===== src/sv/lsbse_pkg.sv =====
`default_nettype none
package lsbse_pkg;

    localparam int unsigned CHAR_W   = 8;
    localparam int unsigned COUNT_W  = 3;
    localparam int unsigned NUM_LANE = 3;

    localparam logic [CHAR_W-1:0] QUOTE_CHAR = 8'h22;

    typedef enum logic [1:0] {
        PH_OPEN   = 2'd0,
        PH_MSG    = 2'd1,
        PH_DONE   = 2'd2,
        PH_REJECT = 2'd3
    } phase_t;

    typedef enum logic [1:0] {
        ST_RUNNING = 2'd0,
        ST_CLOSED  = 2'd1,
        ST_REJECT  = 2'd2,
        ST_UNTERM  = 2'd3
    } status_t;

    // what one lane reports for its bit slot
    typedef struct packed {
        logic              hit;
        logic              quote;
        logic [CHAR_W-1:0] value;
    } lane_t;

    typedef struct packed {
        logic [CHAR_W-1:0]  acc;
        logic [COUNT_W-1:0] count;
        phase_t             phase;
    } xstate_t;

    typedef struct packed {
        logic [CHAR_W-1:0] char_out;
        logic              char_valid;
        status_t           status;
    } result_t;

endpackage
`default_nettype wire


===== src/sv/lsbse_lane.sv =====
`default_nettype none
// one bit slot of the pixel: would the char complete here, and with what byte
module lsbse_lane #(
    parameter int unsigned LANE = 0
) (
    input  wire logic [lsbse_pkg::CHAR_W-1:0]   acc,
    input  wire logic [lsbse_pkg::COUNT_W-1:0]  count,
    input  wire logic [lsbse_pkg::NUM_LANE-1:0] seq_bits,
    output lsbse_pkg::lane_t                    lane
);

    logic [lsbse_pkg::CHAR_W+lsbse_pkg::NUM_LANE-1:0] joined;

    assign joined = {acc, seq_bits} >> (lsbse_pkg::NUM_LANE - 1 - LANE);

    always_comb begin
        lane.value = joined[lsbse_pkg::CHAR_W-1:0];
        lane.hit   = (count == lsbse_pkg::COUNT_W'(lsbse_pkg::CHAR_W - 1 - LANE));
        lane.quote = (lane.value == lsbse_pkg::QUOTE_CHAR);
    end

endmodule
`default_nettype wire


===== src/sv/lsbse_merge.sv =====
`default_nettype none
// picks the lane that completed a char and forms next state and result
module lsbse_merge (
    input  wire lsbse_pkg::lane_t                 lanes [lsbse_pkg::NUM_LANE],
    input  wire lsbse_pkg::xstate_t               cur,
    input  wire logic [lsbse_pkg::NUM_LANE-1:0]   seq_bits,
    input  wire logic                             last,
    output lsbse_pkg::xstate_t                    nxt,
    output lsbse_pkg::result_t                    res
);

    logic                          hit_any;
    logic                          sel_quote;
    logic [lsbse_pkg::CHAR_W-1:0]  sel_value;
    logic [lsbse_pkg::CHAR_W-1:0]  rem_acc;
    logic [lsbse_pkg::COUNT_W-1:0] rem_count;
    lsbse_pkg::xstate_t            upd;

    always_comb begin
        hit_any   = 1'b0;
        sel_quote = 1'b0;
        sel_value = '0;
        rem_acc   = '0;
        rem_count = '0;
        if (lanes[0].hit) begin
            hit_any   = 1'b1;
            sel_quote = lanes[0].quote;
            sel_value = lanes[0].value;
            rem_acc   = {6'd0, seq_bits[1:0]};
            rem_count = 3'd2;
        end else if (lanes[1].hit) begin
            hit_any   = 1'b1;
            sel_quote = lanes[1].quote;
            sel_value = lanes[1].value;
            rem_acc   = {7'd0, seq_bits[0]};
            rem_count = 3'd1;
        end else if (lanes[2].hit) begin
            hit_any   = 1'b1;
            sel_quote = lanes[2].quote;
            sel_value = lanes[2].value;
        end
    end

    always_comb begin
        upd            = cur;
        res.char_out   = '0;
        res.char_valid = 1'b0;
        if (cur.phase == lsbse_pkg::PH_OPEN || cur.phase == lsbse_pkg::PH_MSG) begin
            if (hit_any) begin
                upd.acc   = rem_acc;
                upd.count = rem_count;
                if (cur.phase == lsbse_pkg::PH_OPEN) begin
                    upd.phase = sel_quote ? lsbse_pkg::PH_MSG : lsbse_pkg::PH_REJECT;
                end else if (sel_quote) begin
                    upd.phase = lsbse_pkg::PH_DONE;
                end else begin
                    res.char_out   = sel_value;
                    res.char_valid = 1'b1;
                end
                if (upd.phase == lsbse_pkg::PH_DONE || upd.phase == lsbse_pkg::PH_REJECT) begin
                    upd.acc   = '0;
                    upd.count = '0;
                end
            end else begin
                upd.acc   = {cur.acc[lsbse_pkg::CHAR_W-lsbse_pkg::NUM_LANE-1:0], seq_bits};
                upd.count = cur.count + lsbse_pkg::COUNT_W'(lsbse_pkg::NUM_LANE);
            end
        end

        case (upd.phase)
            lsbse_pkg::PH_DONE:   res.status = lsbse_pkg::ST_CLOSED;
            lsbse_pkg::PH_REJECT: res.status = lsbse_pkg::ST_REJECT;
            default:              res.status = lsbse_pkg::ST_RUNNING;
        endcase

        nxt = upd;
        if (last) begin
            if (upd.phase == lsbse_pkg::PH_OPEN || upd.phase == lsbse_pkg::PH_MSG) begin
                res.status = lsbse_pkg::ST_UNTERM;
            end
            nxt.acc   = '0;
            nxt.count = '0;
            nxt.phase = lsbse_pkg::PH_OPEN;
        end
    end

endmodule
`default_nettype wire


===== src/sv/lsb_stego_message_extractor.sv =====
// lsb steganography message extractor: one rgb pixel per input beat, one result beat per
// pixel. the lsbs of the three channels (blue, green, red, or red, green, blue when
// cfg_data is 1) are shifted msb-first into 8-bit chars. the first char of an image must
// be a double quote or the message is rejected; later chars come out with char_valid set
// until a closing quote, and neither quote is emitted. after the outcome, pixels only
// report the sticky status until the tlast pixel, which re-arms the block and drops any
// partial bits; a tlast pixel with no outcome yet reports unterminated. throughput is one
// pixel per clock unless m_tready stalls the output: the three bit slots are evaluated by
// three lanes in parallel and merged in the same cycle, and the result sits in one output
// register that still accepts a new pixel in the cycle it is taken. the block does not
// gate the always-ready cfg channel: write channel order only while no pixel is in flight.
`default_nettype none
module lsb_stego_message_extractor (
    input  wire logic        aclk,
    input  wire logic        aresetn,
    // configuration write channel
    input  wire logic        cfg_valid,
    output logic             cfg_ready,
    input  wire logic        cfg_data,     // channel_order
    // pixel input
    input  wire logic        s_tvalid,
    output logic             s_tready,
    input  wire logic [23:0] s_tdata,      // chan_red[7:0], chan_green[15:8], chan_blue[23:16]
    input  wire logic        s_tlast,      // last_pixel
    // result output
    output logic             m_tvalid,
    input  wire logic        m_tready,
    output logic [7:0]       m_tdata,      // char_out[7:0]
    output logic [2:0]       m_tuser       // char_valid[0], status[2:1]
);

    logic                                 order_reg;
    lsbse_pkg::xstate_t                   st_reg;
    lsbse_pkg::xstate_t                   st_next;
    lsbse_pkg::result_t                   res_reg;
    lsbse_pkg::result_t                   res_next;
    logic                                 m_valid_reg;
    logic [lsbse_pkg::NUM_LANE-1:0]       seq_bits;
    lsbse_pkg::lane_t                     lanes [lsbse_pkg::NUM_LANE];
    logic                                 s_beat;

    assign cfg_ready = 1'b1;
    // output register frees up in the cycle its beat is taken
    assign s_tready  = !m_valid_reg || m_tready;
    assign s_beat    = s_tvalid && s_tready;

    // first bit in the msb of the slot vector
    assign seq_bits = order_reg ? {s_tdata[0], s_tdata[8], s_tdata[16]}
                                : {s_tdata[16], s_tdata[8], s_tdata[0]};

    // one lane per bit slot of the pixel
    for (genvar k = 0; k < lsbse_pkg::NUM_LANE; k++) begin : g_lane
        lsbse_lane #(
            .LANE(k)
        ) u_lane (
            .acc     (st_reg.acc),
            .count   (st_reg.count),
            .seq_bits(seq_bits),
            .lane    (lanes[k])
        );
    end

    lsbse_merge u_merge (
        .lanes   (lanes),
        .cur     (st_reg),
        .seq_bits(seq_bits),
        .last    (s_tlast),
        .nxt     (st_next),
        .res     (res_next)
    );

    always_ff @(posedge aclk) begin
        if (!aresetn) begin
            order_reg   <= 1'b0;
            st_reg      <= '{acc: '0, count: '0, phase: lsbse_pkg::PH_OPEN};
            m_valid_reg <= 1'b0;
        end else begin
            if (cfg_valid && cfg_ready) begin
                order_reg <= cfg_data;
            end
            if (s_beat) begin
                st_reg <= st_next;
            end
            if (s_beat) begin
                m_valid_reg <= 1'b1;
            end else if (m_tready) begin
                m_valid_reg <= 1'b0;
            end
        end
    end

    // payload register, no reset needed
    always_ff @(posedge aclk) begin
        if (s_beat) begin
            res_reg <= res_next;
        end
    end

    assign m_tvalid = m_valid_reg;
    assign m_tdata  = res_reg.char_out;
    assign m_tuser  = {res_reg.status, res_reg.char_valid};

`ifndef SYNTH
    // a char only comes out while the message is open
    a_valid_status: assert property (@(posedge aclk) disable iff (!aresetn)
        m_valid_reg && res_reg.char_valid |->
            (res_reg.status == lsbse_pkg::ST_RUNNING || res_reg.status == lsbse_pkg::ST_UNTERM))
        else $error("char emitted with final status");

    // no stray data without a char
    a_char_zero: assert property (@(posedge aclk) disable iff (!aresetn)
        m_valid_reg && !res_reg.char_valid |-> res_reg.char_out == '0)
        else $error("char_out nonzero without char_valid");

    // a last pixel re-arms the image state
    a_rearm: assert property (@(posedge aclk) disable iff (!aresetn)
        s_beat && s_tlast |=>
            st_reg.phase == lsbse_pkg::PH_OPEN && st_reg.count == '0 && st_reg.acc == '0)
        else $error("image state not cleared after last pixel");

    // once the outcome is known no bits are collected
    a_idle_after_end: assert property (@(posedge aclk) disable iff (!aresetn)
        (st_reg.phase == lsbse_pkg::PH_DONE || st_reg.phase == lsbse_pkg::PH_REJECT) |->
            st_reg.count == '0)
        else $error("bits collected after message end");
`endif

endmodule
`default_nettype wire


===== config.mk =====
export PLATFORM = sky130hd
export DESIGN_NAME = lsb_stego_message_extractor
export DESIGN_NICKNAME = d
export VERILOG_FILES = /design/src/sv/lsbse_pkg.sv /design/src/sv/lsbse_lane.sv /design/src/sv/lsbse_merge.sv /design/src/sv/lsb_stego_message_extractor.sv
export SDC_FILE = /design/constraint.sdc
export NUM_CORES = 1
export LEC_CHECK = 0
export BUFFER_PORTS_ARGS = -buffer_cell sky130_fd_sc_hd__buf_2
export CAP_MARGIN = 40
export CORE_UTILIZATION = 50
export DETAILED_ROUTE_END_ITERATION = 16
export GPL_ROUTABILITY_DRIVEN = 0
export PLACE_DENSITY = 0.75
export SYNTH_ARGS = -nofsm -noshare
export SYNTH_HDL_FRONTEND = slang
export SYNTH_HIERARCHICAL = 1
export SYNTH_SLANG_ARGS = --single-unit

===== constraint.sdc =====
create_clock -name aclk -period 2.55 [get_ports aclk]
set_input_delay 0.255 -clock aclk [delete_from_list [all_inputs] [get_ports aclk]]
set_output_delay 0.255 -clock aclk [all_outputs]
set_load 0.05 [all_outputs]

After elaboration in Yosys (flattened, before gate mapping)
Cells that the tools add are included.
Widths: inputs -> output; s select.
{"block": "classes", "n_addsub": 1, "n_eq_ne": 12, "n_mux": 30, "bitwise_logic": 2, "reduce_logical": 13}
{"cell": "$eq 8x6->1 const B", "count": 3}
{"cell": "$mux 12", "count": 2}
{"cell": "$mux 8", "count": 3}
{"cell": "$mux 10", "count": 2}
{"cell": "$mux 2", "count": 9}
{"cell": "$mux 1", "count": 11}
{"cell": "$eq 3x3->1 const B", "count": 3}
{"cell": "$eq 2x2->1 const B", "count": 4}
{"cell": "$mux 3", "count": 2}
{"cell": "$eq 2x1->1 const B", "count": 2}
{"cell": "$logic_not 2->1", "count": 2}
{"cell": "$logic_or 1x1->1", "count": 4}
{"cell": "$pmux 2 s2", "count": 1}
{"cell": "$reduce_bool 2->1", "count": 2}
{"cell": "$reduce_or 4->1", "count": 1}
{"cell": "$add 3x2->3 const B", "count": 1}
{"cell": "$reduce_or 3->1", "count": 1}
{"cell": "$not 1->1", "count": 2}
{"cell": "$reduce_and 2->1", "count": 1}
{"cell": "$logic_and 1x1->1", "count": 1}
{"cell": "$logic_not 1->1", "count": 1}
{"block": "word_totals", "reg_bits": 25, "output_inout_bits": 14}

Depth between registers and ports, before layout
{"block": "depth", "word_depth": 18, "depth_mapped": 9}

Cells and area by module
The synthesis kept the hierarchy.
{"mod": "lsb_stego_message_extractor", "instances": 1, "cells_per_inst": 80, "area_each_um2": 988.4, "seq_area_each_um2": 630.6}
{"mod": "lsbse_merge", "instances": 1, "cells_per_inst": 109, "area_each_um2": 631.9, "seq_area_each_um2": 0.0}
{"mod": "lsbse_lane (g_lane[1].u_lane ...)", "instances": 2, "cells_per_inst": 13, "area_each_um2": 96.3, "seq_area_each_um2": 0.0}
{"mod": "lsbse_lane (g_lane[0].u_lane)", "instances": 1, "cells_per_inst": 12, "area_each_um2": 95.1, "seq_area_each_um2": 0.0}

Worst setup path before layout
Ideal clock, no wire load.
{"block": "synth_path", "path_type": "reg-to-reg", "from": "reg order_reg", "to": "reg st_reg[5] (netlist bit)", "setup_ps": 72, "arrival_ps": 1948, "t_required_ps": 2478, "slack_ps": 530, "path_stages_with_launch": 9, "n_path_buf": 0, "synth_period_minus_slack_ps": 2020, "path_cell_list": "dfxtp_1 mux2_2 and4b_1 a21oi_1 a21oi_1 or4_1 o311ai_0 nand2_1 mux2i_1"}
{"element": "start, declared", "line": "lsb_stego_message_extractor.sv:32", "source": "logic order_reg;"}
{"element": "start signal, assigned", "line": "lsb_stego_message_extractor.sv:79", "source": "order_reg <= cfg_data;"}
{"element": "end signal, assigned", "line": "lsb_stego_message_extractor.sv:75", "source": "st_reg <= '{acc: '0, count: '0, phase: lsbse_pkg::PH_OPEN};"}
{"element": "end signal, assigned", "line": "lsb_stego_message_extractor.sv:82", "source": "st_reg <= st_next;"}
{"element": "end, declared", "line": "lsb_stego_message_extractor.sv:33", "source": "lsbse_pkg::xstate_t st_reg;"}

==> impl_metrics.ini <==
[place]
post-dp-hpwl_mm = 2.23
place_ws_ns = 0.303
dp_cells = 252
place_area_um2 = 1780
portBuffers = 22

[clock_tree]
cts.sinks = 25
cts_root_buf = clkbuf_8
cts_setup_buffers = 0
clk_path_buf_depth = 2
clk_latency_ns = 0.27
postCtsHoldBufs = 0
htreeDepth = 1
clkTransAtPathRegs_ns = 0.09
cts_tree = done
cts_inserted_buffers = 3
ctsResizeCount = 0

[sta]
hold_violations = 0
finalCritPeriodShare_pct = 88.2
fmax_ghz = 0.445
setup_viol = 0
setup_tns_ns = 0
worst_pin_slew_ns = 0.545
relSlewSlack_pct = 63.6
rsz0062_at_grt = false
setup_ws_ns = 0.302
final_max_slew_viol_count = 0
period_minus_slack_ns = 2.25
fin_worst_skew_ns = 0.00197

[synthesis]
synth_area_per_cell_um2 = 8.44
ys_warn_count = 6
syn_inst = 220
syn_nets = 252
syn-cell-area_um2 = 1860

[finish]
layout.nets = 243
fin_util_pct = 53.3
antenna_cells = 0
largest_reg_flops = 12
finalNonFillerCells = 256
fillers = 339
drive_above_1_share_pct = 18.6
syn_to_final_growth_pct = -1.28
final_area_um2 = 1830

[detailed_routing]
wire_per_inst_um = 13.0
drt_pre_antenna_iters = 4
first_iter_violations = 93
num_vias = 1410
wl_mm = 3.33
vias_per_cell = 5.51
ant_nets = 0
drc = 0

[grt]
grt_pass1_vias = 1278
grt_pass1_wl_mm = 5.77
grt_start_max_net_pins = 27
grt_usage_pct = 18.5
grt_overflow = 0
grt_antenna_before_repair = 0

[critical_path]
path_cells = mux2_2, nor2_1, and4b_1, nor3b_1, o31ai_1, or3b_1, nor3_1
crit_type = register to register
critPathMaxStageDelay_ns = 0.40
crit_fanout = 9
path_depth = 7
start_kind = register
cpMaxStageDelayCell = mux2_2
reg2reg_depth = 7
arrival_ns = 2.27
cp_top_family = simple AND/OR/NAND/NOR gates
crit_buf_inv = 0
worstSetupEndpointType = register
worst_ep_required_time_ns = 2.57

[floorplan]
num_rows = 21
pin_count = 45
die_w_um = 62.9
core-area_um2 = 3440
die_area_um2 = 3960
start_util_pct = 53.9
die_h_um = 62.9

[run]
max-cap-violations = 0

[power]
ir_worst_vdd_v = 0.000392
p_leak_uw = 0.000721
p_per_area_nw_per_um2 = 453

[min_path]
hold_depth = 3
hp-class = input pin to register

[run_status]
outcome = finished clean
==> layout make-up <==
type                    count  area [um^2]  area share [%]
clock buffers               3         41.3            2.25
well taps                  46         57.6            3.14
inverters                   6         22.5            1.23
repair buffers             28          155            8.46
clock inverters             1         7.51           0.410
flip-flops and latches     25          611            33.3
multi-input cells         147          938            51.2
==> cells in the final DEF (no fill, tap or decap), drive strengths merged, types with 10 or more instances in the layout <==
master and count:
buf 28, a21oi 10, mux2i 15, nor2b 13, nor3 12, edfxtp 11, a221oi 10, dfxtp 14
nor2 11, nand2 35
==> per-layer routing <==
metal | share of wire (%) | track usage (%) | routed length (um) | vias up
li1 | - | - | - | 725
met1 | 47 | 22.7 | 1560 | 649
met5 | 0 | 0 | 0 | -
met4 | 1.4 | 8.14 | 48 | 0
met3 | 3.8 | 4.01 | 126 | 4
met2 | 48 | 30.6 | 1590 | 32
==> per-stage QoR <==
stage	total power, uW	hold slack, ns
after floorplan	588	0.394
after global placement	591	0.489
after detailed placement	593	0.497
after CTS	837	0.230
after global routing	869	0.236
final	829	0.233
==> worst min-delay path, stage by stage <==
cell and delay, ns:
buf_2 0.10, inv_1 0.04, a21boi_0 0.06
==> path summary, 6_finish.rpt <==
path	slack, ns	from	endpoint
min	0.23	s_tvalid	m_tvalid$_SDFFE_PN0P_
max reg2reg	0.30	order_reg$_SDFFE_PN0P_	m_tdata[5]$_DFFE_PP_
min reg2reg	0.51	st_reg[3]$_SDFFE_PN0P_	st_reg[3]$_SDFFE_PN0P_
max	0.30	order_reg$_SDFFE_PN0P_	m_tdata[5]$_DFFE_PP_
==> report_power, final <==
| group | internal (uW) | leakage, uW | switching [uW] |
|---|---|---|---|
| clock | 111 | 0.0000217 | 136 |
| sequential | 434 | 0.000225 | 12.5 |
| combinational | 45.6 | 0.000475 | 90.7 |
| total | 590 | 0.000721 | 239 |
No activity file was read; power rests on OpenSTA's default activity.
